[config.mk]
export PLATFORM = sky130hd
export DESIGN_NAME = obm_cell
export DESIGN_NICKNAME = d
export VERILOG_FILES = /design/src/rtl/core/obm_pkg.sv /design/src/rtl/core/obm_cell.sv
export SDC_FILE = /design/constraint.sdc
export NUM_CORES = 1
export LEC_CHECK = 0
export BUFFER_PORTS_ARGS = -buffer_cell sky130_fd_sc_hd__buf_2
export CAP_MARGIN = 10
export CELL_PAD_IN_SITES_DETAIL_PLACEMENT = 0
export CELL_PAD_IN_SITES_GLOBAL_PLACEMENT = 1
export CORE_AREA = 2 2 426 428
export CTS_BUF_LIST = sky130_fd_sc_hd__clkbuf_8
export DETAILED_ROUTE_END_ITERATION = 10
export DIE_AREA = 0 0 428 430
export HOLD_SLACK_MARGIN = 0.12
export PLACE_DENSITY = 0.44
export SLEW_MARGIN = 20
export SYNTH_ARGS = -nofsm -noshare
export SYNTH_HDL_FRONTEND = slang
export SYNTH_SLANG_ARGS = --single-unit
[constraint.sdc]
create_clock -name i_clk -period 8.86 [get_ports i_clk]
set_clock_uncertainty 0.1 [all_clocks]
set_input_delay 1.772 -clock i_clk [delete_from_list [all_inputs] [get_ports i_clk]]
set_output_delay 1.772 -clock i_clk [all_outputs]
set_load 0.02 [all_outputs]
[src/rtl/core/obm_pkg.sv]
`timescale 1ns / 1ps
package obm_pkg;

    localparam int MAX_ORDERS  = 16;
    localparam int IDXW        = (MAX_ORDERS > 1) ? $clog2(MAX_ORDERS) : 1;
    localparam int MAX_RESULTS = 48;
    localparam int CNTW        = $clog2(MAX_RESULTS + 1);

    localparam logic [2:0] MD_ADD    = 3'd0;
    localparam logic [2:0] MD_MARKET = 3'd1;
    localparam logic [2:0] MD_CANCEL = 3'd2;
    localparam logic [2:0] MD_MODIFY = 3'd3;
    localparam logic [2:0] MD_BATCH  = 3'd4;
    localparam logic [2:0] MD_QUOTE  = 3'd5;

    localparam logic [3:0] EV_ADDED      = 4'd0;
    localparam logic [3:0] EV_TRADE      = 4'd1;
    localparam logic [3:0] EV_FILLED     = 4'd2;
    localparam logic [3:0] EV_PARTIAL    = 4'd3;
    localparam logic [3:0] EV_REJECTED   = 4'd4;
    localparam logic [3:0] EV_CANCELED   = 4'd5;
    localparam logic [3:0] EV_MODIFIED   = 4'd6;
    localparam logic [3:0] EV_UNKNOWN    = 4'd7;
    localparam logic [3:0] EV_NOTPENDING = 4'd8;
    localparam logic [3:0] EV_PARTCANCEL = 4'd9;
    localparam logic [3:0] EV_QUOTE      = 4'd10;
    localparam logic [3:0] EV_FULL       = 4'd11;
    localparam logic [3:0] EV_DUP        = 4'd12;

    localparam logic [1:0] WR_ADD  = 2'd0;
    localparam logic [1:0] WR_REM  = 2'd1;
    localparam logic [1:0] WR_KILL = 2'd2;

    typedef struct packed {
        logic            en;
        logic [1:0]      op;
        logic [IDXW-1:0] idx;
        logic [31:0]     id;
        logic            side;
        logic [31:0]     price;
        logic [31:0]     qty;
        logic [31:0]     arr;
    } t_wr;

    typedef struct packed {
        logic [31:0] key_id;
        logic [31:0] ctr;
        logic [31:0] blv;
        logic [31:0] alv;
    } t_scan;

    typedef struct packed {
        logic            hit;
        logic [IDXW-1:0] idx;
        logic [31:0]     id;
        logic [31:0]     price;
        logic [31:0]     rem;
        logic [31:0]     age;
    } t_best;

    typedef struct packed {
        logic            vld;
        logic            fid_hit;
        logic [IDXW-1:0] fid_idx;
        logic            fid_side;
        logic [31:0]     fid_price;
        logic [31:0]     fid_rem;
        logic            fid_touch;
        logic            free_hit;
        logic [IDXW-1:0] free_idx;
        t_best           bb;
        t_best           ba;
        logic [31:0]     bsum;
        logic [31:0]     asum;
    } t_tok;

    typedef struct packed {
        logic [3:0]  ev;
        logic [31:0] id;
        logic [31:0] other;
        logic        side;
        logic [31:0] price;
        logic [31:0] qty;
        logic [31:0] ap;
        logic [31:0] aq;
    } t_res;

    function automatic logic [31:0] sat_add(input logic [31:0] a, input logic [31:0] b);
        logic [32:0] s;
        s = {1'b0, a} + {1'b0, b};
        return s[32] ? 32'hFFFF_FFFF : s[31:0];
    endfunction

endpackage

[src/rtl/core/obm_cell.sv]
`timescale 1ns / 1ps
module obm_cell (
    input  logic                      i_clk,
    input  logic                      i_rst_n,
    input  logic [obm_pkg::IDXW-1:0]  i_idx,
    input  obm_pkg::t_scan            i_scan,
    input  obm_pkg::t_wr              i_wr,
    input  obm_pkg::t_tok             i_tok,
    output obm_pkg::t_tok             o_tok
);
    import obm_pkg::*;

    logic        r_valid;
    logic [31:0] r_id;
    logic        r_side;
    logic [31:0] r_price;
    logic [31:0] r_rem;
    logic        r_touch;
    logic [31:0] r_arr;
    t_tok        r_tok;
    t_tok        n_tok;
    logic [31:0] w_age;
    logic        w_sel;

    assign w_sel = i_wr.en && (i_wr.idx == i_idx);

    always_ff @(posedge i_clk) begin
        if (!i_rst_n) begin
            r_valid <= 1'b0;
        end else if (w_sel) begin
            case (i_wr.op)
                WR_ADD:  r_valid <= 1'b1;
                WR_REM:  r_valid <= (i_wr.qty != 32'd0);
                WR_KILL: r_valid <= 1'b0;
                default: r_valid <= r_valid;
            endcase
        end
    end

    always_ff @(posedge i_clk) begin
        if (w_sel) begin
            case (i_wr.op)
                WR_ADD: begin
                    r_id    <= i_wr.id;
                    r_side  <= i_wr.side;
                    r_price <= i_wr.price;
                    r_rem   <= i_wr.qty;
                    r_touch <= 1'b0;
                    r_arr   <= i_wr.arr;
                end
                WR_REM: begin
                    r_rem   <= i_wr.qty;
                    r_touch <= 1'b1;
                end
                default: begin
                    r_rem <= r_rem;
                end
            endcase
        end
    end

    assign w_age = i_scan.ctr - r_arr;

    always_comb begin
        n_tok = i_tok;
        if (r_valid && (r_id == i_scan.key_id) && !i_tok.fid_hit) begin
            n_tok.fid_hit   = 1'b1;
            n_tok.fid_idx   = i_idx;
            n_tok.fid_side  = r_side;
            n_tok.fid_price = r_price;
            n_tok.fid_rem   = r_rem;
            n_tok.fid_touch = r_touch;
        end
        if (!r_valid && !i_tok.free_hit) begin
            n_tok.free_hit = 1'b1;
            n_tok.free_idx = i_idx;
        end
        if (r_valid && !r_side) begin
            if (!i_tok.bb.hit || (r_price > i_tok.bb.price) ||
                ((r_price == i_tok.bb.price) && (w_age > i_tok.bb.age))) begin
                n_tok.bb = '{hit: 1'b1, idx: i_idx, id: r_id, price: r_price,
                             rem: r_rem, age: w_age};
            end
            if (r_price == i_scan.blv) n_tok.bsum = sat_add(i_tok.bsum, r_rem);
        end
        if (r_valid && r_side) begin
            if (!i_tok.ba.hit || (r_price < i_tok.ba.price) ||
                ((r_price == i_tok.ba.price) && (w_age > i_tok.ba.age))) begin
                n_tok.ba = '{hit: 1'b1, idx: i_idx, id: r_id, price: r_price,
                             rem: r_rem, age: w_age};
            end
            if (r_price == i_scan.alv) n_tok.asum = sat_add(i_tok.asum, r_rem);
        end
    end

    always_ff @(posedge i_clk) begin
        r_tok <= n_tok;
        if (!i_rst_n) r_tok.vld <= 1'b0;
    end

    assign o_tok = r_tok;

endmodule

Word level (Yosys, flattened, before mapping)

Cells that the tools add are included.

$lt $le $gt $ge: 4
Reduce and logical (&&, ||, !) cells: 27
Add/subtract/negate cells: 3
Eq/ne operators: 8
Multiplexer cells: 14

Operators by type and width:

| cell                 | number |
|---|---|
| $mux W133            | 4 |
| $mux W32             | 6 |
| $eq A32 B32 Y1       | 5 |
| $gt A32 B32 Y1       | 3 |
| $mux W70             | 1 |
| $add A32 B32 Y33     | 2 |
| $lt A32 B32 Y1       | 1 |
| $reduce_bool A32 Y1  | 1 |
| $sub A32 B32 Y32     | 1 |
| $logic_and A1 B1 Y1  | 8 |
| $reduce_and A2 Y1    | 4 |
| $logic_not A1 Y1     | 6 |
| $eq A4 B4 Y1         | 1 |
| $logic_or A1 B1 Y1   | 4 |
| $mux W4              | 1 |
| $pmux W1 S3          | 1 |
| $reduce_bool A3 Y1   | 1 |
| $eq A2 B1 Y1 const B | 1 |
| $eq A2 B2 Y1 const B | 1 |
| $logic_not A2 Y1     | 1 |
| $pmux W1 S2          | 1 |
| $reduce_bool A2 Y1   | 1 |
| $reduce_or A2 Y1     | 1 |

Input bits: 677
Logic and storage cells: 86
Flip-flop bits (word level): 538
Output and inout port bits: 407

Logic depth before layout (Yosys ltp)

Gate-level depths: netlist of the first run.

Depth after elaboration: 6
Depth in mapped cells: 25
Gate-level depth less buffers: 22

Least setup slack after synthesis of the first run

OpenSTA, ideal clock, no wires.

Kind: input-to-reg
Start point: input i_idx[2] in the netlist's numbering
End point: register r_arr[0] (enable)
Arrival: 6.526 ns
Slack: 1.680 ns
Library setup time: 0.553 ns
Stages: 5
Required time: 8.207 ns
Cells stage by stage: xor2_1 -> nor3_1 -> nand3_1 -> or2_2 -> nor2_1

Longest elaborated chain between the ends: 3

RTL lines:

| element                     | RTL line       | RTL |
|---|---|---|
| start, declared             | obm_cell.sv:5  | `input logic [obm_pkg::IDXW-1:0] i_idx,` |
| $eq A4 B4 Y1                | obm_cell.sv:25 | `assign w_sel = i_wr.en && (i_wr.idx == i_idx);` |
| $logic_and A1 B1 Y1         | obm_cell.sv:25 |  |
| $reduce_and A2 Y1 (no line) | n/a            |  |
| end signal, assigned        | obm_cell.sv:49 | `r_arr <= i_wr.arr;` |
| end, declared               | obm_cell.sv:19 | `logic [31:0] r_arr;` |

Every way passes these cells.
A chain may end at the register's enable or synchronous reset.

==> results_dict.tcl, run 1 <==
set metrics [dict create \
    final-setup-viol-count 0 \
    min_period_ns 7.26 \
    ir_drop_mv 0.107 \
    insertion_delay_ns 0.92 \
    syn_area_um2 26300 \
    final_common_cell "buf_2" \
    track_usage_pct 15.7 \
    dp_hpwl_mm 123 \
    grtUsageMet2_pct 28.6 \
    wirelength_mm 149 \
    yosysUniqueCellTypes 73 \
    synthFlopType "dfxtp_1" \
    fin_crit_sh_pct 82.0 \
    grt_max_degree 98 \
    clkTransAtPathRegs_ns 0.06 \
    ys_seq_area_share_pct 45.8 \
    die_y_um 430 \
    vias_per_cell 3.87 \
    powerDensity_nw_per_um2 180 \
    ys_seq_elements 538 \
    firstDrtPassIters 5 \
    initial_core_util_pct 14.6 \
    drv_slew 0 \
    synth_edf_count 130 \
    clock_path_buffers 3 \
    drtIter0Drc 1211 \
    grt_pass1_vias 24543 \
    cts_tree "done" \
    syn_inst 2420 \
    ant_nets 0 \
    cts.sinks 538 \
    final_hold_viol_count 0 \
    gr-total-overflow 0 \
    grt_pass1_wl_mm 200 \
    synth-async-reset-ratio_pct 0 \
    syn_nets 3323 \
    path_max_fanout 17 \
    maxSlewHeadroom_pct 35.4 \
    numPortBuffers 1083 \
    fin_util_pct 20.8 \
    drive_gt1_share_pct 45.0 \
    rsz0062_at_grt "no" \
    ys.warnings.count 0 \
    path_class "in2reg" \
    wl_per_cell_um 24.5 \
    worst_slew_pin_slew_ns 0.956 \
    core_um2 180000 \
    cp-start-kind "primary input" \
    grt.busiest_layer "met2" \
    root_buffer "clkbuf_8" \
    cts_resized 0 \
    tns_ns 0 \
    required_ns 9.51 \
    fin_area_um2 37400 \
    rows 156 \
    mostFrequentLayoutCells "buf_2, dfxtp_1, mux2_2, inv_1, ha_1" \
    area_delta_synth_final_pct 42.2 \
    worstPathArrival_ns 7.91 \
    drc 0 \
    met1_usage_pct 16.8 \
    p_total_mw 6.72 \
    fp.dieArea_um2 184000 \
    post_cts_buffers 0 \
    synth.avg_cell_area_um2 10.9 \
    p_leak_nw 17.1 \
    placedInstanceArea_um2 34900 \
    fmax_mhz 138 \
    gp_congestion 0.875 \
    cap_violations 0 \
    hold_class "reg2reg" \
    gr-usage-met3_pct 4.51 \
    hold_buffers 0 \
    cp-end-kind "flip-flop" \
    h-tree-depth 3 \
    die_x_um 428 \
    vias 23591 \
    cts-buffers-inserted 111 \
    status "complete, no violations" \
    grt_antenna_before_repair 98 \
    fin_nets 4500 \
    io_pins 1084 \
]
[Yosys cell counts, types with 28 or more instances]
library cell / number / area share, %
a21o_1: 66 / 1.9
a21oi_1: 178 / 3.4
buf_2: 32 / 0.61
dfxtp_1: 408 / 31
edfxtp_1: 130 / 15
ha_1: 223 / 11
inv_1: 189 / 2.7
mux2_2: 329 / 14
nand2_1: 79 / 1.1
nand3_1: 28 / 0.53
nand4_1: 54 / 1.3
nor2_1: 132 / 1.9
o21ai_0: 71 / 1.3
xnor2_1: 94 / 3.1
xor2_1: 82 / 2.7
[registers in the layout, indices dropped and copies added, names as in the netlist]
name / count
r_valid: 1
r_rem: 32
r_side: 1
o_tok: 407
r_price: 32
r_id: 32
r_touch: 1
r_arr: 32
[critical path, cell delays in order]
cell      delay, ns
buf_2          0.11
inv_1          0.07
ha_1           0.15
inv_1          0.05
fa_1           0.40
a21oi_1        0.21
nor2_1         0.09
o31ai_1        0.64
a21oi_1        0.28
o21ai_0        0.25
buf_4          0.17
o211ai_1       0.11
a221oi_1       0.34
xnor2_1        0.27
ha_1           0.33
a21o_1         0.16
a211oi_1       0.49
o21ai_0        0.34
o21ai_1        0.31
mux2i_1        0.16
o21ai_4        0.21
buf_4          0.28
buf_4          0.33
mux2_2         0.37
[per-layer routing]
metal | part of all wire (%) | vias up
met5 | 0.22 | -
met4 | 4.1 | 52
met3 | 6.1 | 324
met2 | 52 | 883
met1 | 38 | 11202
li1 | - | 11130
[per-stage QoR]
step | setup slack (ns) | hold slack [ns] | std cells
global route | 1.19 | 0.479 | 6080
global placement | 0.686 | 0.438 | 5853
CTS | 1.70 | 0.458 | 6065
detailed placement | 0.697 | 0.445 | 5854
finish | 1.60 | 0.457 | 6091
floorplan | 1.68 | 0.311 | 2420
[logic make-up after synthesis]
logic type / synth area share [%]
flops: 45.8
mux: 14.1
compound gates: 10.8
buf+inv: 3.77
simple gates: 8.80
fa+ha+maj: 10.8
xor+xnor: 5.85
[report_power, final]
part,internal (mW),total (mW),switching [mW]
sequential,2.62,2.67,0.0479
clock,1.66,2.99,1.33
combinational,0.436,1.06,0.625
total,4.72,6.72,2.00
[final timing paths]
kind | startpoint | end | slack (ns) | cells past startpoint
setup / recovery | i_scan[64] | o_tok[203] | 1.60 | 24
setup reg to reg | r_arr[4] | o_tok[203] | 2.33 | 22
hold / removal | r_id[14] | o_tok[174] | 0.46 | 1
hold reg to reg | r_id[14] | o_tok[174] | 0.46 | 1
[area by class of cell]
cell class	count	area [um^2]
fill	19987	142000
timing repair buffer	1123	5810
sequential	538	12100
antenna	26	65.1
clock buffer	129	1780
inverter	189	709
tap	2370	2970
multi-input combinational	1634	13400
clock inverter	82	689
No activity file was read; power rests on OpenSTA's default activity.
==> inputs of run 2 (changes only) <==
==> constraint.sdc (replaced) <==
create_clock -name i_clk -period 7.4 [get_ports i_clk]
set_clock_uncertainty 0.1 [all_clocks]
set_input_delay 1.48 -clock i_clk [delete_from_list [all_inputs] [get_ports i_clk]]
set_output_delay 1.48 -clock i_clk [all_outputs]
set_load 0.02 [all_outputs]
==> run 2 against run 1 <==
Die area did not move; core utilization rose by 0.22 points; count of clock-buffer cells in the layout rose by 7; largest cell class unchanged; clock power rose by 18%; sequential cell count did not move; register-to-register slack got worse by 1.2 ns.
==> results_dict.tcl, run 2 (same netlist as run 1, synthesis figures left out) <==
set metrics [dict create \
    mostFrequentLayoutCells "buf_2, dfxtp_1, mux2_2, ha_1, inv_1" \
    cp-start-kind "primary input" \
    die_x_um 428 \
    ff2ff_setup_slack_ns 1.15 \
    drc 0 \
    gr-total-overflow 0 \
    combPwrFrac_pct 16.3 \
    final_hold_viol_count 0 \
    hold_path_depth 1 \
    grt_pass1_wl_mm 204 \
    initial_core_util_pct 14.6 \
    rows 156 \
    fin_nets 4544 \
    ant_nets 0 \
    dp_hpwl_mm 126 \
    numPortBuffers 1083 \
    vias 23741 \
    fin_crit_sh_pct 89.6 \
    grt_max_degree 98 \
    switching_share_pct 29.9 \
    switchingPower_mw 2.40 \
    reg2reg_depth 26 \
    drive_gt1_share_pct 45.7 \
    post_cts_buffers 0 \
    critPathMaxStageDelay_ns 0.45 \
    powerDensity_nw_per_um2 212 \
    final-setup-viol-count 0 \
    worstReg2RegStart "r_arr[1]" \
    fp.dieArea_um2 184000 \
    firstDrtPassIters 5 \
    track_usage_pct 15.9 \
    grt_antenna_before_repair 76 \
    r2r-end "o_tok[307]" \
    maxSlewHeadroom_pct 28.8 \
    largest_reg_flops 407 \
    finalHoldWorstSlack_ns 0.457 \
    status "complete, no violations" \
    pwr-share-clk_pct 43.9 \
    slowest_stage "o21ai_1" \
    gp_congestion 0.862 \
    root_buffer "clkbuf_8" \
    cts_tree "done" \
    cp_num_buf_inv 11 \
    fmax_mhz 151 \
    path_class "in2reg" \
    p_leak_nw 17.3 \
    area_delta_synth_final_pct 43.7 \
    clkTransAtPathRegs_ns 0.06 \
    cap_violations 0 \
    required_ns 8.02 \
    core_um2 180000 \
    clock_path_buffers 3 \
    whs_endpoint "o_tok[400]" \
    final_common_cell "buf_2" \
    cts-buffers-inserted 107 \
    hold_buffers 0 \
    insertion_delay_ns 0.89 \
    hold_class "reg2reg" \
    drv_slew 0 \
    cts_resized 0 \
    min_period_ns 6.63 \
    drtIter0Drc 1129 \
    worst_slew_pin_slew_ns 1.07 \
    fin_area_um2 37800 \
    cpMostUsedCell "buf_4" \
    crit_family "compound AO/OA/AOI/OAI gates" \
    ir_drop_mv 0.123 \
    rsz0062_at_grt "no" \
    worstPathArrival_ns 7.25 \
    placedInstanceArea_um2 35400 \
    hp-start "r_side" \
    cts.sinks 538 \
    wl_per_cell_um 24.7 \
    h-tree-depth 3 \
    power_frac_seq_pct 39.9 \
    wirelength_mm 151 \
    grt_pass1_vias 24939 \
    die_y_um 430 \
    io_pins 1084 \
    internal-power_mw 5.63 \
    cp-end-kind "flip-flop" \
    vias_per_cell 3.87 \
    path_max_fanout 14 \
]
[run 2: cell count changes in the layout (fill, tap and decap cells not counted), sizes merged]
cell	before	now
clkinv	20	18
buf	1123	1171
inv	236	225
clkbuf	129	136
diode	26	22
bufinv	11	8
clkinvlp	4	5
[run 2: per-stage QoR]
stage	utilization (%)	setup WS (ns)	setup TNS [ns]	total power, mW	instances
6_report	21.1	0.771	0	8.03	6127
4_1_cts	21.0	0.693	0	8.22	6105
2_1_floorplan	-	0.512	0	3.92	2420
3_5_place_dp	19.7	-0.290	-32.85	4.59	5902
5_1_grt	21.0	0.363	0	8.44	6118
3_3_place_gp	19.7	-0.264	-29.64	4.60	5901
[run 2: per-layer routing]
| layer | global-route usage (%) | part of all wire (%) | up-vias |
|---|---|---|---|
| met2 | 29.4 | 52 | 825 |
| li1 | - | - | 11195 |
| met4 | 5.79 | 3.3 | 34 |
| met3 | 3.76 | 5.5 | 256 |
| met5 | 0 | 0.13 | - |
| met1 | 17.5 | 39 | 11431 |
[run 2: power groups by stage]
| stage | clock (mW) | combinational (mW) | sequential (mW) |
|---|---|---|---|
| after floorplan | 0 | 0.524 | 3.40 |
| after global placement | 0 | 1.33 | 3.27 |
| after detailed placement | 0 | 1.32 | 3.27 |
| after CTS | 3.69 | 1.33 | 3.21 |
| after global routing | 3.80 | 1.43 | 3.21 |
| final | 3.52 | 1.31 | 3.20 |
[run 2: final cells by class]
cell class,count,area [um^2]
Antenna cell,22,55.1
Clock buffer,136,1870
Clock inverter,67,562
Fill cell,19970,142000
Inverter,189,709
Multi-Input combinational cell,1634,13400
Sequential cell,538,12100
Tap cell,2370,2970
Timing Repair Buffer,1171,6240
[run 2: how the worst max path moves through the flow]
stage                from          to  slack [ns]  cells past startpoint
2_1_floorplan    i_idx[2]    r_arr[0]        0.51                      5
3_3_place_gp   i_scan[64]  o_tok[296]       -0.26                     30
3_5_place_dp   i_scan[64]  o_tok[312]       -0.29                     30
4_1_cts        i_scan[64]  o_tok[307]        0.69                     30
5_1_grt        i_scan[64]  o_tok[217]        0.36                     30
6_report       i_scan[64]  o_tok[307]        0.77                     30
