**src/rtl/core/obm_pkg.sv**
```systemverilog
`timescale 1ns / 1ps
package obm_pkg;

    localparam int MAX_ORDERS  = 16;
    localparam int IDXW        = (MAX_ORDERS > 1) ? $clog2(MAX_ORDERS) : 1;
    localparam int MAX_RESULTS = 48;
    localparam int CNTW        = $clog2(MAX_RESULTS + 1);

    localparam logic [2:0] MD_ADD    = 3'd0;
    localparam logic [2:0] MD_MARKET = 3'd1;
    localparam logic [2:0] MD_CANCEL = 3'd2;
    localparam logic [2:0] MD_MODIFY = 3'd3;
    localparam logic [2:0] MD_BATCH  = 3'd4;
    localparam logic [2:0] MD_QUOTE  = 3'd5;

    localparam logic [3:0] EV_ADDED      = 4'd0;
    localparam logic [3:0] EV_TRADE      = 4'd1;
    localparam logic [3:0] EV_FILLED     = 4'd2;
    localparam logic [3:0] EV_PARTIAL    = 4'd3;
    localparam logic [3:0] EV_REJECTED   = 4'd4;
    localparam logic [3:0] EV_CANCELED   = 4'd5;
    localparam logic [3:0] EV_MODIFIED   = 4'd6;
    localparam logic [3:0] EV_UNKNOWN    = 4'd7;
    localparam logic [3:0] EV_NOTPENDING = 4'd8;
    localparam logic [3:0] EV_PARTCANCEL = 4'd9;
    localparam logic [3:0] EV_QUOTE      = 4'd10;
    localparam logic [3:0] EV_FULL       = 4'd11;
    localparam logic [3:0] EV_DUP        = 4'd12;

    localparam logic [1:0] WR_ADD  = 2'd0;
    localparam logic [1:0] WR_REM  = 2'd1;
    localparam logic [1:0] WR_KILL = 2'd2;

    typedef struct packed {
        logic            en;
        logic [1:0]      op;
        logic [IDXW-1:0] idx;
        logic [31:0]     id;
        logic            side;
        logic [31:0]     price;
        logic [31:0]     qty;
        logic [31:0]     arr;
    } t_wr;

    typedef struct packed {
        logic [31:0] key_id;
        logic [31:0] ctr;
        logic [31:0] blv;
        logic [31:0] alv;
    } t_scan;

    typedef struct packed {
        logic            hit;
        logic [IDXW-1:0] idx;
        logic [31:0]     id;
        logic [31:0]     price;
        logic [31:0]     rem;
        logic [31:0]     age;
    } t_best;

    typedef struct packed {
        logic            vld;
        logic            fid_hit;
        logic [IDXW-1:0] fid_idx;
        logic            fid_side;
        logic [31:0]     fid_price;
        logic [31:0]     fid_rem;
        logic            fid_touch;
        logic            free_hit;
        logic [IDXW-1:0] free_idx;
        t_best           bb;
        t_best           ba;
        logic [31:0]     bsum;
        logic [31:0]     asum;
    } t_tok;

    typedef struct packed {
        logic [3:0]  ev;
        logic [31:0] id;
        logic [31:0] other;
        logic        side;
        logic [31:0] price;
        logic [31:0] qty;
        logic [31:0] ap;
        logic [31:0] aq;
    } t_res;

    function automatic logic [31:0] sat_add(input logic [31:0] a, input logic [31:0] b);
        logic [32:0] s;
        s = {1'b0, a} + {1'b0, b};
        return s[32] ? 32'hFFFF_FFFF : s[31:0];
    endfunction

endpackage

```
**src/rtl/core/obm_ctrl.sv**
```systemverilog
`timescale 1ns / 1ps
module obm_ctrl (
    input  logic            i_clk,
    input  logic            i_rst_n,
    input  logic            i_s_tvalid,
    output logic            o_s_tready,
    input  logic [2:0]      i_mode,
    input  logic [31:0]     i_order_id,
    input  logic            i_side,
    input  logic [31:0]     i_price,
    input  logic [31:0]     i_quantity,
    output logic            o_m_tvalid,
    input  logic            i_m_tready,
    output obm_pkg::t_res   o_res,
    output logic            o_last,
    output logic            o_go,
    output obm_pkg::t_scan  o_scan,
    output obm_pkg::t_wr    o_wr,
    input  obm_pkg::t_tok   i_tok
);
    import obm_pkg::*;

    localparam logic [3:0] S_IDLE  = 4'd0;
    localparam logic [3:0] S_WAIT  = 4'd1;
    localparam logic [3:0] S_ACT   = 4'd2;
    localparam logic [3:0] S_MOD2  = 4'd3;
    localparam logic [3:0] S_MOD3  = 4'd4;
    localparam logic [3:0] S_MPOST = 4'd5;
    localparam logic [3:0] S_MFIN  = 4'd6;
    localparam logic [3:0] S_BA    = 4'd7;
    localparam logic [3:0] S_BF    = 4'd8;
    localparam logic [3:0] S_AF    = 4'd9;
    localparam logic [3:0] S_FIN   = 4'd10;

    logic [3:0]      r_st, n_st;
    logic [2:0]      r_mode, n_mode;
    logic [31:0]     r_id, n_id;
    logic            r_side, n_side;
    logic [31:0]     r_price, n_price;
    logic [31:0]     r_qty, n_qty;
    logic [31:0]     r_rem, n_rem;
    logic [31:0]     r_m, n_m;
    logic [CNTW-1:0] r_cnt, n_cnt;
    logic [31:0]     r_ctr, n_ctr;
    logic            r_q2, n_q2;
    logic            r_go, n_go;
    logic [31:0]     r_blv, n_blv;
    logic [31:0]     r_alv, n_alv;
    t_tok            r_tk, n_tk;
    logic            r_pv;
    t_res            r_pend;
    logic            r_ov;
    t_res            r_out;
    logic            r_olast;

    logic            w_can_emit;
    logic            w_out_free;
    logic            w_emit;
    logic            w_fin;
    t_res            w_e;
    t_best           w_ob;
    logic [31:0]     w_m_mkt;
    logic [31:0]     w_m_bat;
    logic [31:0]     w_ob_new;
    logic [31:0]     w_bb_new;
    logic [31:0]     w_ba_new;
    logic [CNTW:0]   w_cnt3;

    assign w_out_free = !r_ov || i_m_tready;
    assign w_can_emit = !r_pv || w_out_free;
    assign w_ob       = r_side ? r_tk.bb : r_tk.ba;
    assign w_m_mkt    = (r_rem < w_ob.rem) ? r_rem : w_ob.rem;
    assign w_m_bat    = (r_tk.bb.rem < r_tk.ba.rem) ? r_tk.bb.rem : r_tk.ba.rem;
    assign w_ob_new   = w_ob.rem - r_m;
    assign w_bb_new   = r_tk.bb.rem - r_m;
    assign w_ba_new   = r_tk.ba.rem - r_m;
    assign w_cnt3     = {1'b0, r_cnt} + (CNTW+1)'(3);

    always_comb begin
        n_st = r_st; n_mode = r_mode; n_id = r_id; n_side = r_side;
        n_price = r_price; n_qty = r_qty; n_rem = r_rem; n_m = r_m;
        n_cnt = r_cnt; n_ctr = r_ctr; n_q2 = r_q2; n_go = 1'b0;
        n_blv = r_blv; n_alv = r_alv; n_tk = r_tk;
        o_s_tready = 1'b0;
        w_emit = 1'b0;
        w_fin  = 1'b0;
        w_e    = '0;
        o_wr   = '0;
        case (r_st)
            S_IDLE: begin
                o_s_tready = 1'b1;
                if (i_s_tvalid) begin
                    n_mode = i_mode; n_id = i_order_id; n_side = i_side;
                    n_price = i_price; n_qty = i_quantity; n_rem = i_quantity;
                    n_cnt = '0; n_q2 = 1'b0;
                    case (i_mode)
                        MD_MARKET: begin
                            if (i_quantity == 32'd0) begin
                                n_st = S_MFIN;
                            end else begin
                                n_go = 1'b1; n_st = S_WAIT;
                            end
                        end
                        MD_ADD, MD_CANCEL, MD_MODIFY, MD_BATCH, MD_QUOTE: begin
                            n_go = 1'b1; n_st = S_WAIT;
                        end
                        default: n_st = S_IDLE;
                    endcase
                end
            end
            S_WAIT: begin
                if (i_tok.vld) begin
                    n_tk = i_tok;
                    n_st = S_ACT;
                end
            end
            S_ACT: begin
                case (r_mode)
                    MD_ADD: begin
                        if (w_can_emit) begin
                            w_emit = 1'b1;
                            w_e = '{ev: EV_ADDED, id: r_id, other: '0, side: r_side,
                                    price: r_price, qty: r_qty, ap: '0, aq: '0};
                            if (r_tk.fid_hit) begin
                                w_e.ev = EV_DUP;
                            end else if (!r_tk.free_hit) begin
                                w_e.ev = EV_FULL;
                            end else begin
                                o_wr = '{en: 1'b1, op: WR_ADD, idx: r_tk.free_idx, id: r_id,
                                         side: r_side, price: r_price, qty: r_qty,
                                         arr: r_ctr};
                                n_ctr = r_ctr + 32'd1;
                            end
                            n_st = S_FIN;
                        end
                    end
                    MD_CANCEL, MD_MODIFY: begin
                        if (w_can_emit) begin
                            w_emit = 1'b1;
                            n_st = S_FIN;
                            w_e = '{ev: EV_CANCELED, id: r_id, other: '0,
                                    side: r_tk.fid_side, price: r_tk.fid_price,
                                    qty: r_tk.fid_rem, ap: '0, aq: '0};
                            if (!r_tk.fid_hit) begin
                                w_e = '{ev: EV_UNKNOWN, id: r_id, default: '0};
                            end else if (r_tk.fid_touch) begin
                                w_e.ev = (r_mode == MD_CANCEL) ? EV_PARTCANCEL : EV_NOTPENDING;
                            end else if (r_mode == MD_CANCEL) begin
                                o_wr = '{en: 1'b1, op: WR_KILL, idx: r_tk.fid_idx,
                                         default: '0};
                            end else begin
                                // re-rest in place with a fresh arrival
                                o_wr = '{en: 1'b1, op: WR_ADD, idx: r_tk.fid_idx, id: r_id,
                                         side: r_tk.fid_side, price: r_price, qty: r_qty,
                                         arr: r_ctr};
                                n_ctr = r_ctr + 32'd1;
                                n_st = S_MOD2;
                            end
                        end
                    end
                    MD_MARKET: begin
                        if (!w_ob.hit) begin
                            n_st = S_MFIN;
                        end else if (w_can_emit) begin
                            w_emit = 1'b1;
                            n_m = w_m_mkt;
                            n_rem = r_rem - w_m_mkt;
                            o_wr = '{en: 1'b1, op: WR_REM, idx: w_ob.idx,
                                     qty: w_ob.rem - w_m_mkt, default: '0};
                            w_e = '{ev: EV_TRADE, id: r_side ? w_ob.id : r_id,
                                    other: r_side ? r_id : w_ob.id, side: r_side,
                                    price: w_ob.price, qty: w_m_mkt, ap: '0, aq: '0};
                            n_st = S_MPOST;
                        end
                    end
                    MD_BATCH: begin
                        if (!r_tk.bb.hit || !r_tk.ba.hit || (r_tk.bb.price < r_tk.ba.price) ||
                            (w_cnt3 > (CNTW+1)'(MAX_RESULTS))) begin
                            n_st = S_FIN;
                        end else if (w_can_emit) begin
                            w_emit = 1'b1;
                            n_m = w_m_bat;
                            o_wr = '{en: 1'b1, op: WR_REM, idx: r_tk.bb.idx,
                                     qty: r_tk.bb.rem - w_m_bat, default: '0};
                            w_e = '{ev: EV_TRADE, id: r_tk.bb.id, other: r_tk.ba.id,
                                    side: 1'b0, price: r_tk.ba.price, qty: w_m_bat,
                                    ap: '0, aq: '0};
                            n_st = S_BA;
                        end
                    end
                    MD_QUOTE: begin
                        if (!r_q2) begin
                            // second pass sums the two best levels
                            n_blv = r_tk.bb.price;
                            n_alv = r_tk.ba.price;
                            n_q2 = 1'b1;
                            n_go = 1'b1;
                            n_st = S_WAIT;
                        end else if (w_can_emit) begin
                            w_emit = 1'b1;
                            w_e = '{ev: EV_QUOTE, id: '0, other: '0, side: 1'b0,
                                    price: r_tk.bb.hit ? r_tk.bb.price : 32'd0,
                                    qty:   r_tk.bb.hit ? r_tk.bsum : 32'd0,
                                    ap:    r_tk.ba.hit ? r_tk.ba.price : 32'd0,
                                    aq:    r_tk.ba.hit ? r_tk.asum : 32'd0};
                            n_st = S_FIN;
                        end
                    end
                    default: n_st = S_FIN;
                endcase
            end
            S_MOD2, S_MOD3: begin
                if (w_can_emit) begin
                    w_emit = 1'b1;
                    w_e = '{ev: (r_st == S_MOD2) ? EV_ADDED : EV_MODIFIED, id: r_id,
                            other: '0, side: r_tk.fid_side, price: r_price, qty: r_qty,
                            ap: '0, aq: '0};
                    n_st = (r_st == S_MOD2) ? S_MOD3 : S_FIN;
                end
            end
            S_MPOST: begin
                if (w_can_emit) begin
                    w_emit = 1'b1;
                    w_e = '{ev: (w_ob_new == 32'd0) ? EV_FILLED : EV_PARTIAL, id: w_ob.id,
                            other: '0, side: !r_side, price: w_ob.price, qty: w_ob_new,
                            ap: '0, aq: '0};
                    if (r_rem == 32'd0) begin
                        n_st = S_MFIN;
                    end else begin
                        n_go = 1'b1; n_st = S_WAIT;
                    end
                end
            end
            S_MFIN: begin
                if (w_can_emit) begin
                    w_emit = 1'b1;
                    w_e = '{ev: (r_rem != 32'd0) ? EV_REJECTED : EV_FILLED, id: r_id,
                            other: '0, side: r_side, price: '0, qty: r_rem,
                            ap: '0, aq: '0};
                    n_st = S_FIN;
                end
            end
            S_BA: begin
                o_wr = '{en: 1'b1, op: WR_REM, idx: r_tk.ba.idx, qty: w_ba_new, default: '0};
                n_st = S_BF;
            end
            S_BF: begin
                if (w_bb_new != 32'd0) begin
                    n_st = S_AF;
                end else if (w_can_emit) begin
                    w_emit = 1'b1;
                    w_e = '{ev: EV_FILLED, id: r_tk.bb.id, other: '0, side: 1'b0,
                            price: r_tk.bb.price, qty: '0, ap: '0, aq: '0};
                    n_st = S_AF;
                end
            end
            S_AF: begin
                if (w_ba_new != 32'd0) begin
                    n_go = 1'b1; n_st = S_WAIT;
                end else if (w_can_emit) begin
                    w_emit = 1'b1;
                    w_e = '{ev: EV_FILLED, id: r_tk.ba.id, other: '0, side: 1'b1,
                            price: r_tk.ba.price, qty: '0, ap: '0, aq: '0};
                    n_go = 1'b1; n_st = S_WAIT;
                end
            end
            S_FIN: begin
                // release the held word with last set
                if (!r_pv) begin
                    n_st = S_IDLE;
                end else if (w_out_free) begin
                    w_fin = 1'b1;
                    n_st = S_IDLE;
                end
            end
            default: n_st = S_IDLE;
        endcase
        if (w_emit) n_cnt = r_cnt + CNTW'(1);
    end

    always_ff @(posedge i_clk) begin
        if (!i_rst_n) begin
            r_st  <= S_IDLE;
            r_ctr <= '0;
            r_go  <= 1'b0;
            r_pv  <= 1'b0;
            r_ov  <= 1'b0;
        end else begin
            r_st  <= n_st;
            r_ctr <= n_ctr;
            r_go  <= n_go;
            if (w_emit) begin
                r_pv <= 1'b1;
                if (r_pv) r_ov <= 1'b1;
                else if (r_ov && i_m_tready) r_ov <= 1'b0;
            end else if (w_fin) begin
                r_pv <= 1'b0;
                r_ov <= 1'b1;
            end else if (r_ov && i_m_tready) begin
                r_ov <= 1'b0;
            end
        end
    end

    always_ff @(posedge i_clk) begin
        r_mode <= n_mode; r_id <= n_id; r_side <= n_side; r_price <= n_price;
        r_qty <= n_qty; r_rem <= n_rem; r_m <= n_m; r_cnt <= n_cnt; r_q2 <= n_q2;
        r_blv <= n_blv; r_alv <= n_alv; r_tk <= n_tk;
        if (w_emit) begin
            r_pend <= w_e;
            if (r_pv) begin
                r_out   <= r_pend;
                r_olast <= 1'b0;
            end
        end else if (w_fin) begin
            r_out   <= r_pend;
            r_olast <= 1'b1;
        end
    end

    assign o_m_tvalid = r_ov;
    assign o_res      = r_out;
    assign o_last     = r_olast;
    assign o_go       = r_go;
    assign o_scan     = '{key_id: r_id, ctr: r_ctr, blv: r_blv, alv: r_alv};

endmodule

```
**config.mk**
```make
export PLATFORM = sky130hd
export DESIGN_NAME = obm_ctrl
export DESIGN_NICKNAME = d
export VERILOG_FILES = /design/src/rtl/core/obm_pkg.sv /design/src/rtl/core/obm_ctrl.sv
export SDC_FILE = /design/constraint.sdc
export NUM_CORES = 2
export LEC_CHECK = 0
export ABC_AREA = 0
export CAP_MARGIN = 15
export CORE_AREA = 2 2 383 385
export DETAILED_ROUTE_END_ITERATION = 12
export DIE_AREA = 0 0 385 387
export DONT_BUFFER_PORTS = 1
export RECOVER_POWER = 100
export SLEW_MARGIN = 30
export SYNTH_ARGS = -nofsm -noshare
export SYNTH_HDL_FRONTEND = slang
export SYNTH_SLANG_ARGS = --single-unit
```
**constraint.sdc**
```tcl
create_clock -name i_clk -period 24.3 [get_ports i_clk]
set_clock_uncertainty 0.05 [all_clocks]
set_input_delay 4.86 -clock i_clk [delete_from_list [all_inputs] [get_ports i_clk]]
set_output_delay 4.86 -clock i_clk [all_outputs]
set_load 0.02 [all_outputs]
```
## Word-level counts from Yosys, hierarchy flattened

Index checks and enable logic that the tools add are counted.

- Flip-flop bits (word level): 1075
- Output and inout port bits: 465
- Input bits: 511

- Bitwise gates (word level): 1
- Equality and inequality tests: 46
- Mux-type cells: 131
- Reductions and logical operators: 41
- Add/sub/neg operators: 9
- Order comparisons: 4

Operators by type and width:

| operator | number |
|---|---|
| 197-bit 2-to-1 mux | 7 |
| 136-bit 2-to-1 mux | 10 |
| 197-bit one-hot mux with 6 select lines | 1 |
| 197-bit one-hot mux with 5 select lines | 1 |
| 195-bit 2-to-1 mux | 5 |
| 194-bit 2-to-1 mux | 4 |
| 32-bit 2-to-1 mux | 23 |
| 136-bit one-hot mux with 4 select lines | 1 |
| 196-bit 2-to-1 mux | 2 |
| 136-bit one-hot mux with 2 select lines | 1 |
| 32-bit one-hot mux with 2 select lines | 3 |
| 32-bit subtractor | 6 |
| 135-bit 2-to-1 mux | 1 |
| 133-bit 2-to-1 mux | 1 |
| 129-bit 2-to-1 mux | 1 |
| 4-bit 2-to-1 mux | 25 |
| 32-bit zero test | 3 |
| 32-bit less-than comparator | 3 |
| 32-bit nonzero test | 3 |
| 4-bit one-hot mux with 10 select lines | 1 |
| 2-bit inequality test (second input constant) | 19 |
| 32-bit by 1-bit adder with 32-bit output (second input constant) | 1 |
| 1-bit 2-to-1 mux | 30 |
| 4-bit one-hot mux with 5 select lines | 1 |
| other kinds (35) | 79 |

## Logic depth before layout (Yosys ltp)

- Depth in word-level cells: 9
- Depth in mapped cells: 33

## Worst setup path after synthesis

No wires, ideal clock.

- Kind: input to register
- Start point: input port i_m_tready
- End point: register r_olast, in the netlist o_last (enable)
- Stages: 8
- Library setup time: 875 ps
- Data arrival time: 16860 ps
- Slack: 6515 ps
- Buffers on the path: 2
- Cell sequence: nand2b_1 > or2_2 > clkbuf_1 > nand2_1 > nor3_1 > nor2_1 > buf_2 > a31oi_1

- Longest elaborated chain between the ends: 8

Ends and longest elaborated chain:

| what | RTL line | text |
|---|---|---|
| from (decl) | obm_ctrl.sv:13 | `input logic i_m_tready,` |
| 1-bit logical OR * | obm_ctrl.sv:69 | `assign w_out_free = !r_ov \|\| i_m_tready;` |
| 1-bit logical OR | obm_ctrl.sv:70 | `assign w_can_emit = !r_pv \|\| w_out_free;` |
| 1-bit 2-to-1 mux | -- |  |
| 1-bit 2-to-1 mux, on equally long branches | obm_ctrl.sv:192, obm_ctrl.sv:162, obm_ctrl.sv:177 |  |
| 1-bit one-hot mux with 4 select lines | obm_ctrl.sv:118 | `case (r_mode)` |
| 1-bit one-hot mux with 4 select lines | obm_ctrl.sv:89 | `case (r_st)` |
| 2-bit inequality test (no source line) or 2-bit nonzero test (tied branches) | -- |  |
| 2-bit AND reduction (no source line) * | -- |  |
| to (signal assigned) | obm_ctrl.sv:313 | `r_olast <= 1'b0;` |
| to (signal assigned) | obm_ctrl.sv:317 | `r_olast <= 1'b1;` |
| to (decl) | obm_ctrl.sv:54 | `logic r_olast;` |

Mark *: on every way between the ends. The rest lies on a longest branch, timed or not.
A chain may end at the register's enable or synchronous reset.

==> results.toml <==
[sta]
min_period_over_period_pct = 79.9
final.setup.tns_ns = 0
tightest_slew_ns = 9.16
drv_slew = 1435
finalSetupViolCount = 0
relSlewSlack_pct = -511
whs_ns = 0.331
fmax_ghz = 0.0515
rsz0062_at_grt = "no"
hold_viol = 0
period_minus_slack_ns = 19.42

[critical_path]
end_kind = "output port"
crit_arrival_ns = 14.51
cp_max_fo = 60
start_kind = "flip-flop"
worstPathRequired_ns = 19.39
crit_type = "flip-flop to output port"

[placement]
gp_congestion = 0.976
dp_hpwl_um = 181000
dp_cells = 6601
dpl_cell_area_um2 = 56800
io_buffers = 0

[global_route]
grt_pass1_vias = 40449
overflow = 0
grt_pass1_wl_um = 328000
antenna_found_initial = 84
grt_usage_pct = 31.2
grt_max_degree = 145

[drt]
wirelength_um = 242000
drt_pre_antenna_iters = 8
drtIter0Drc = 5699
drc_errors = 0
num_vias = 43723
ant_nets = 0
wl_per_cell_um = 35.4
viasPerCell = 6.39

[hold_path]
hold_path_class = "flip-flop to flip-flop"

[floorplan]
ios = 976
die_h_um = 387
dieArea_um2 = 149000
die_x_um = 385
coreArea_um2 = 145000
rows = 140
start_util_pct = 37.5

[logic_synthesis]
avgSynthCellArea_um2 = 11.2
async_flop_share_pct = 0
ys_warn_count = 0
synth_top_area_share_pct = 53.7
syn_nets = 5588
ys_seq_area_share_pct = 55.1
synth.distinct_cells = 104
synth_edf_count = 972
yosysTopAreaCell = "edfxtp_1"
synthFlopType = "edfxtp_1"
netlist_instances = 4840
ys_seq_elements = 1011
syn_area_um2 = 54400
synth_area_leaders = "edfxtp_1 54%, ha_1 5.4%, nand2_1 3.1%"

[run]
maxCapViolCount = 32

[clock_network]
clk_pin_slew_worst_paths_ns = 0.07
post_cts_resized = 0
numCtsBuffers = 110
cts_setup_buffers = 0
h-tree-depth = 3
cts_sinks = 1011
cts_tree = "built"
clkLatencyLatePin_ns = 0.77
cts_buffer_depth = 3
cts_hold_buf = 0
cts_root_buf = "clkbuf_16"

[pwr]
p_leak_nw = 21.1
powerDensity_nw_per_um2 = 117
ir_drop_mv = 0.0719

[outcome]
status = "finished with violations"
failed_checks = "capacitance limit, slew limit"

[finish]
final_area_um2 = 60400
final_cells = 6846
area_delta_synth_final_pct = 11.2
nNetsFinal = 5544
drive_above_1_share_pct = 7.17
stage by stage:
stage	util [%]	power [mW]	setup slack [ns]
after floorplan	-	4.32	6.52
final	41.7	7.06	4.88
after CTS	41.9	6.99	9.63
after global routing	41.7	7.35	4.68
after detailed placement	39.2	5.22	10.47
after global placement	39.2	5.18	10.56
cells by family (layout without fill, tap and decap cells):
family | count (synthesis) | count (layout) | synth area share, %
compound gates | 1395 | 1395 | 17.7
simple gates | 1380 | 1380 | 11.9
flops | 1011 | 1011 | 55.1
buf+inv | 444 | 488 | 3.15
fa+ha+maj | 257 | 257 | 5.85
xor+xnor | 188 | 188 | 3.08
mux | 165 | 165 | 3.20
other cells | 0 | 45 | 0
critical path, stage by stage, from the launching register on:
cell	delay [ns]
edfxtp_1	0.32
buf_4	0.52
clkbuf_1	2.54
clkbuf_1	2.78
o21ai_0	1.14
inv_1	0.26
ha_1	0.19
nand4_1	0.25
nor4_1	0.87
o41ai_4	0.19
buf_4	0.25
nand2_4	0.34
buf_4	0.61
o21ai_0	0.45
ha_1	0.49
a21o_1	0.19
a21oi_1	0.42
o31ai_1	0.14
a21oi_1	0.24
o21bai_1	0.15
xnor2_1	0.15
o21ai_0	0.41
a22oi_1	0.14
o21ai_0	0.26
clkbuf_1	0.29
flip-flops by register name (all words and copies together), names as in the netlist, 3 cells and up:
| signal | count |
|---|---|
| r_rem | 32 |
| r_price | 32 |
| r_m | 32 |
| o_res | 197 |
| r_tk | 342 |
| r_qty | 32 |
| r_ctr | 32 |
| r_id | 32 |
| r_cnt | 6 |
| r_st | 4 |
| r_pend | 197 |
| r_alv | 32 |
| r_blv | 32 |
| r_mode | 3 |
cell type report:
cell class / instances / area [µm²]
diodes: 45 / 113
clock buffers: 129 / 2920
clock inverters: 71 / 885
fillers: 13525 / 84400
inverters: 182 / 686
multi-input cells: 3385 / 22800
flip-flops and latches: 1011 / 30000
well taps: 1917 / 2400
repair buffers: 106 / 663
cell usage after synthesis, types with 45 or more instances:
cell type,number
clkbuf_1,208
xor2_1,88
nor3_1,86
o21ai_0,306
nand3_1,91
a21oi_1,299
ha_1,235
nand2_1,453
inv_1,180
mux2i_1,133
a222oi_1,58
a221oi_1,52
and2_1,128
a22oi_1,104
o221ai_1,45
nor2_1,371
xnor2_1,96
a21o_1,63
nand4_1,53
a31oi_1,45
a221o_1,72
edfxtp_1,972
worst paths after layout:
check / slack [ns] / from / end / cells after the start
min: 0.33 / r_pend[46]$_DFFE_PP_ / o_res[46]$_DFFE_PP_ / 0
max reg2reg: 5.09 / r_side$_DFFE_PP_ / r_pend[3]$_DFFE_PP_ / 13
max: 4.88 / r_side$_DFFE_PP_ / o_wr[60] / 24
min reg2reg: 0.33 / r_pend[46]$_DFFE_PP_ / o_res[46]$_DFFE_PP_ / 0
cell usage in the layout, fill, tap and decap left out, drive strengths merged, types with 20 or more instances in the layout:
cell,Yosys,final
edfxtp,972,972
nand2,455,455
nor2,371,371
o21ai,312,312
a21oi,302,302
ha,235,235
inv,180,188
clkbuf,208,167
mux2i,148,148
and2,133,133
a22oi,104,104
xnor2,96,96
xor2,92,92
nand3,91,91
nor3,87,87
a221o,72,72
buf,54,68
a21o,63,63
a222oi,58,58
nand4,55,55
a221oi,53,53
diode,0,45
a31oi,45,45
o221ai,45,45
clkinv,2,44
dfxtp,39,39
nand2b,38,38
nor4,38,38
o22ai,32,32
o211ai,31,31
a211oi,30,30
o21bai,29,29
o31ai,28,28
a32oi,28,28
or3,23,23
o21a,22,22
nor2b,20,20
a22o,20,20
maj3,20,20
per-layer routing:
metal  GRT usage [%]  up-vias  share of wire [%]
li1                -    18610                  -
met1            39.0    21698                 38
met2            49.8     2750                 46
met3            8.49      605                 10
met4            14.8       60                5.8
met5               0        -               0.18
report_power, final:
group / switching [mW] / leakage, nW / internal [mW]
sequential: 0.327 / 9.26 / 2.39
combinational: 1.80 / 10.0 / 0.780
clock: 0.765 / 1.83 / 0.999
total: 2.89 / 21.1 / 4.17
Power figures use the tool's default switching activity.
